**config.mk**
```make
export PLATFORM = sky130hd
export DESIGN_NAME = tsl_ctrl
export DESIGN_NICKNAME = d
export VERILOG_FILES = /design/src/rtl/tsl_pkg.sv /design/src/rtl/tsl_ctrl.sv
export SDC_FILE = /design/constraint.sdc
export NUM_CORES = 1
export LEC_CHECK = 0
export BUFFER_PORTS_ARGS = -buffer_cell sky130_fd_sc_hd__buf_2
export CORE_AREA = 2 2 39 41
export DETAILED_ROUTE_END_ITERATION = 16
export DIE_AREA = 0 0 41 43
export GPL_TIMING_DRIVEN = 0
export PLACE_DENSITY = 0.5
export SYNTH_ARGS = -nofsm -noshare
export SYNTH_HDL_FRONTEND = slang
export SYNTH_SLANG_ARGS = --single-unit
```
**constraint.sdc**
```tcl
create_clock -name clk_i -period 1.4 [get_ports clk_i]
set_input_delay 0.07 -clock clk_i [delete_from_list [all_inputs] [get_ports clk_i]]
set_output_delay 0.07 -clock clk_i [all_outputs]
set_load 0.02 [all_outputs]
```
**src/rtl/tsl_pkg.sv**
```systemverilog
`timescale 1ns / 1ps
// ----------------------------------------------------------------------------
// tsl_pkg
// shared types, constants and codes of the top-k score list
// ----------------------------------------------------------------------------
package tsl_pkg;

  localparam int unsigned LIST_DEPTH   = 10;
  localparam int unsigned NUM_CONTEXTS = 4;
  localparam int unsigned KEY_BITS     = 32;

  localparam int unsigned SCORE_W = 32;
  localparam int unsigned CTX_W   = 2;
  localparam int unsigned RANK_W  = 4;
  localparam int unsigned FKEY_W  = 32;

  // counters that can hold the depth itself
  localparam int unsigned CNT_W  = $clog2(LIST_DEPTH + 1);
  localparam int unsigned CSEL_W = (NUM_CONTEXTS > 1) ? $clog2(NUM_CONTEXTS) : 1;

  // two banks per context, the list is rewritten into the other bank
  localparam int unsigned RAM_DEPTH = NUM_CONTEXTS * 2 * LIST_DEPTH;
  localparam int unsigned ADDR_W    = $clog2(RAM_DEPTH);

  localparam logic OP_UPDATE = 1'b0;
  localparam logic OP_CLEAR  = 1'b1;

  typedef struct packed {
    logic               opcode;
    logic [CTX_W-1:0]   context_req;
    logic [FKEY_W-1:0]  item_key;
    logic [SCORE_W-1:0] item_score;
  } in_word_t;

  typedef struct packed {
    logic [CTX_W-1:0]   out_context;
    logic [RANK_W-1:0]  rank;
    logic [FKEY_W-1:0]  entry_key;
    logic [SCORE_W-1:0] entry_score;
    logic               entry_valid;
    logic               last;
  } out_word_t;

  typedef struct packed {
    logic [KEY_BITS-1:0] key;
    logic [SCORE_W-1:0]  score;
  } entry_t;

  localparam int unsigned ENTRY_W = $bits(entry_t);

  typedef struct packed {
    logic load;
    logic scan;
    logic decide;
    logic emit;
    logic clear;
  } dp_cmd_t;

  typedef struct packed {
    logic in_is_clear;
    logic in_ctx_ok;
    logic scan_done;
    logic drop;
    logic emit_done;
    logic clear_done;
  } dp_sts_t;

endpackage

```
**src/rtl/tsl_ctrl.sv**
```systemverilog
`timescale 1ns / 1ps
// ----------------------------------------------------------------------------
// tsl_ctrl
// sequencer of the top-k score list: accept, scan, decide, emit, clear
// ----------------------------------------------------------------------------
module tsl_ctrl
  import tsl_pkg::*;
(
  input  logic    clk_i,
  input  logic    rst_ni,
  input  logic    in_valid_i,
  output logic    in_ready_o,
  input  dp_sts_t sts_i,
  output dp_cmd_t cmd_o
);

  typedef enum logic [4:0] {
    ST_IDLE   = 5'b00001,
    ST_SCAN   = 5'b00010,
    ST_DECIDE = 5'b00100,
    ST_EMIT   = 5'b01000,
    ST_CLEAR  = 5'b10000
  } state_e;

  state_e state_q, state_d;

  always_comb begin
    state_d = state_q;
    cmd_o   = '0;
    unique case (state_q)
      ST_IDLE: begin
        cmd_o.load = in_valid_i;
        if (in_valid_i && sts_i.in_ctx_ok) begin
          state_d = sts_i.in_is_clear ? ST_CLEAR : ST_SCAN;
        end
      end
      ST_SCAN: begin
        cmd_o.scan = 1'b1;
        if (sts_i.scan_done) begin
          state_d = ST_DECIDE;
        end
      end
      ST_DECIDE: begin
        cmd_o.decide = 1'b1;
        state_d      = sts_i.drop ? ST_IDLE : ST_EMIT;
      end
      ST_EMIT: begin
        cmd_o.emit = 1'b1;
        if (sts_i.emit_done) begin
          state_d = ST_IDLE;
        end
      end
      ST_CLEAR: begin
        cmd_o.clear = 1'b1;
        if (sts_i.clear_done) begin
          state_d = ST_IDLE;
        end
      end
      default: begin
        state_d = ST_IDLE;
      end
    endcase
  end

  always_ff @(posedge clk_i or negedge rst_ni) begin
    if (!rst_ni) begin
      state_q <= ST_IDLE;
    end else begin
      state_q <= state_d;
    end
  end

  assign in_ready_o = (state_q == ST_IDLE);

endmodule

```
==> results.txt, run 1 <==
# setup viols final - 2
Clk_skew - 2.61 ps
ANT nets after route - 0
Dpl cells - 69
Worst path required time - 1330 ps
CTS Buf Count - 3
Die ar. - 1760 sq um
CTS H-tree depth - 1
Share of layout cells above drive strength 1 - 0.585
Avg Cell Area, Syn - 9.53 sq um
Initial antenna violation count - 0
Final min period - 1470 ps
Wire per inst - 11.3 microns
Max reg flops - 5
Gate Count Post-Synth - 39
Latest clock arrival within the worst-skew pair - 240 ps
Synth warn - 0
Reg-to-Reg Start - state_q[3]
RSZ-0062 raised after global routing - true
Die Y - 43 microns
Reg with most FFs - state_q
DP Area - 462 sq um
Post-synthesis cell type count - 25
CTS sink cnt - 5
Crit-path max FO - 3
Nets@finish - 75
VDD IR max - 0.694 mV
CP Launch Type - flop
DRT Pass-1 Iters - 2
Clock Pin Slew Worst Setup and Hold Paths - 40 ps
Antenna cells - 0
Root Buffer - clkbuf_4
Fmax - 682 MHz
Worst hold path class - input port to flop
Critical path destination - cmd_o[1]
CTS max path bufs - 2
Fin cells - 81
Initial drt markers - 3
Final Hold Viols - 0
I/O Pins - 15
MaxCap Viol Count - 0
Placeable Area - 1380 sq um
R2r setup slk - 50 ps
Max transition margin - 0.828
R2R Path End - state_q[1]
Largest net degree at the start of global routing - 10
Die width - 41 microns
GRT overflow - 0
Drc violations - 0
Initial Util - 0.269
Post-synth top area share - 0.269
Regs by FF count - state_q (5)
Pwr dens - 1380 nW/um^2
Vias in the first global route - 383
RePlAce Congestion - 0.706
CTS tree - built
Final worst-path cycle share - 1.05
Kind of critical path - flop to output port
Final wirelength - 913 microns
Setup WS post-layout - -65.4 ps
LEAKAGE - 0.291 nW
DP HPWL - 646 microns
FF+latch count, synth - 5
Sequential fraction of the synthesis area - 0.340
Area grow syn2layout - 58.6%
Max-slew violation count - 0
Dominant cell type by area after synthesis - dfrtp_1
Syn_nets - 48
Failing checks - setup timing
Final core utilization - 0.426
Worst Setup End Kind - output port
I/O Buffers - 14
Area contributors post-synth - dfrtp_1, dfstp_2, nor3b_2
DR vias - 397
Critical path arrival - 1400 ps
Fin area - 589 sq um
Hold_ws - 46.9 ps
Total track usage - 0.129
Slew @ Worst Pin - 255 ps
Netlist Area Pre-Place - 372 sq um
Setup crit start - state_q[4]
Global-route wire length before repair - 1480 microns
Commonest non-fill, non-tap cells in the layout - buf_2, buf_4, nor2_1
Core Rows - 14
Status - finished with violations
Cell depth of the worst flop-to-flop path - 8
Via density per instance - 4.90
Yosys cell counts:
cell      number
nor4b_1        1
a32o_1         2
nor3_1         1
and2_1         2
nand4b_1       1
dfrtp_1        4
o31ai_1        1
o31ai_2        1
a21oi_1        1
and3_1         1
inv_1          3
nand3_1        1
a31o_1         1
inv_2          1
buf_6          1
and3b_1        1
nor3_2         1
buf_4          1
or3_4          1
dfstp_2        1
nor2_1         5
nor3b_1        3
nor3b_2        2
nand3b_2       1
nand2_1        1
power by group:
part,switching [mW],total (mW),internal [mW],leakage [nW]
Sequential,0.0424,0.222,0.180,0.0626
Clock,0.0580,0.166,0.108,0.0150
Combinational,0.183,0.427,0.244,0.214
through the flow:
step | power, mW | TNS (ps) | worst slack (ps)
6_report | 0.816 | -121 | -65.4
5_1_grt | 0.877 | -290 | -134
4_1_cts | 0.821 | -176 | -87.3
3_5_place_dp | 0.495 | 0 | 110
3_3_place_gp | 0.493 | 0 | 122
2_1_floorplan | 0.416 | 0 | 148
repair_timing:
| item | CTS | global route |
|---|---|---|
| hold buffers | 1 | 0 |
| hold endpoints to repair | 5 | 0 |
| gates resized for setup | 11 | 2 |
| setup endpoints to repair | 4 | 6 |
| setup buffers | 7 | 1 |
| pin swaps | 6 | 1 |
kinds of logic (layout without fill, tap and decap cells):
family                 count (synthesis)  after routing  share of synthesized area
buffers and inverters                  6             32                     0.0909
and+or+nand+nor                       22             22                      0.424
AOI/OAI and AO/OA                      6              6                      0.145
DFF                                    5              5                      0.340
worst max-delay path, cell delays in order, from the launching register on:
cell and delay (ps):
dfrtp_2 420, or3_4 410, nor3b_2 160, buf_4 160
layout make-up:
type	instances	area (sq um)
inverters	4	15.0
flip-flops and latches	5	129
fillers	153	795
well taps	16	20.0
repair buffers	23	158
plain buffers	1	11.3
multi-input cells	28	230
clock buffers	4	26.3
how the worst min path moves through the flow:
| stage | from | endpoint | slack [ps] | cells past startpoint |
|---|---|---|---|---|
| after floorplan | rst_ni | state_q[1] | -230 | 0 |
| after global placement | rst_ni | state_q[1] | -110 | 1 |
| after detailed placement | rst_ni | state_q[1] | -110 | 1 |
| after CTS | sts_i[3] | state_q[2] | 40 | 2 |
| after global routing | sts_i[3] | state_q[2] | 50 | 2 |
| final | sts_i[3] | state_q[2] | 50 | 2 |
layer usage:
| layer | vias to the layer above | GRT usage | part of all wire |
|---|---|---|---|
| met5 | - | 0 | 0 |
| met4 | 0 | 0.0400 | 0 |
| met3 | 0 | 0.0785 | 0.077 |
| met2 | 15 | 0.203 | 0.50 |
| met1 | 190 | 0.137 | 0.42 |
| li1 | 192 | - | - |
Note: power is estimated with default switching activity, not from simulation.
==> inputs of run 2 (changes only) <==
HOLD_SLACK_MARGIN = 0.02   (was not set)
clock period = 1.7 ns   (was 1.4 ns; I/O delays follow)
==> results.txt, run 2 (synthesis gave the netlist of run 1 again) <==
Status - completed
Total negative slack - 0 ps
Total track usage - 0.117
Core Rows - 14
Commonest non-fill, non-tap cells in the layout - buf_2, nor2_1, dfrtp_1
Area grow syn2layout - 34.0%
CP Launch Type - flop
Latest clock arrival within the worst-skew pair - 240 ps
Slowest cell on crit path - dfrtp_1
Worst Setup End Kind - output port
Pwr dens - 1090 nW/um^2
Global-route wire length before repair - 1320 microns
Root Buffer - clkbuf_4
Critical path arrival - 1460 ps
Multi-input logic area - 211 sq um
GRT overflow - 0
Initial Util - 0.269
I/O Pins - 15
RePlAce Congestion - 0.706
Setup crit start - state_q[1]
ANT nets after route - 0
Via density per instance - 4.82
Clock Pin Slew Worst Setup and Hold Paths - 40 ps
Final wirelength - 813 microns
Placeable Area - 1380 sq um
Max-slew violation count - 0
DP HPWL - 646 microns
Clk_skew - 2.08 ps
Worst path required time - 1620 ps
I/O Buffers - 14
DRT Pass-1 Iters - 2
Final min period - 1550 ps
Crit-path max cell delay - 440 ps
VDD IR max - 0.550 mV
Setup WS post-layout - 151 ps
Total power - 542 uW
Share of layout cells above drive strength 1 - 0.466
Wire per inst - 11.0 microns
DR vias - 357
Slew @ Worst Pin - 252 ps
Initial drt markers - 2
Fmax - 646 MHz
Vias in the first global route - 334
Worst hold path class - input port to flop
Crit-path max FO - 8
Drc violations - 0
MaxCap Viol Count - 0
Post-CTS setup buffers - 0
RSZ-0062 raised after global routing - false
Nets@finish - 68
Reg with most FFs - state_q
Dpl cells - 69
Die Y - 43 microns
CTS Buf Count - 3
Fin cells - 74
LEAKAGE - 0.250 nW
Final Hold Viols - 0
DP Area - 462 sq um
Most common cell after layout, fill and taps aside - buf_2
Reg-to-Reg Start - state_q[0]
Max transition margin - 0.830
Hold_ws - 62.5 ps
Final core utilization - 0.360
Fillers - 153
CTS tree - built
Max reg flops - 5
Die width - 41 microns
Storage cell area - 126 sq um
Regs by FF count - state_q (5)
Crit-path cells - or3_4 > nor3b_2 > buf_2
# setup viols final - 0
Final worst-path cycle share - 0.911
CTS H-tree depth - 1
Hold path start - sts_i[3]
Largest net degree at the start of global routing - 10
Kind of critical path - flop to output port
Fin area - 498 sq um
CTS sink cnt - 5
Initial antenna violation count - 0
CTS max path bufs - 2
Die ar. - 1760 sq um
Place WS - 395 ps
Antenna cells - 0
==> run 2: worst paths after layout <==
| kind | slack (ps) | cells after the start | endpoint |
|---|---|---|---|
| min in group asynchronous | 190 | 2 | state_q[2] |
| max in group asynchronous | 1300 | 2 | state_q[0] |
| worst max-delay path | 150 | 3 | cmd_o[2] |
| worst max register to register | 470 | 3 | state_q[0] |
| worst min-delay path | 60 | 2 | state_q[2] |
| worst min register to register | 610 | 2 | state_q[4] |
==> run 2: layout make-up <==
| type | instances | share of cell area |
|---|---|---|
| plain buffers | 2 | 0.0377 |
| clock buffers | 4 | 0.0528 |
| inverters | 4 | 0.0302 |
| multi-input cells | 28 | 0.425 |
| flip-flops and latches | 5 | 0.254 |
| well taps | 16 | 0.0402 |
| repair buffers | 15 | 0.161 |
==> run 2: repair_timing <==
action                                 CTS  global route
hold buffers                             1             0
endpoints found under the hold margin    5             0
resized for setup                        0             0
==> run 2: metal layers <==
layer	vias to the layer above	global-route usage	routed length [microns]
met5	-	0	0
met4	0	0.0400	0
met3	0	0.0785	76
met2	15	0.172	383
met1	164	0.130	353
li1	178	-	-
==> run 2: power breakdown <==
group / switching (mW) / internal, mW
Sequential: 0.0331 / 0.147
Combinational: 0.123 / 0.102
Clock: 0.0479 / 0.0887
==> run 2: critical path: cells and delay by family (launching register included) <==
kind | cells | cell delay [ps]
and+or+nand+nor | 2 | 600
DFF | 1 | 440
buffers and inverters | 1 | 180
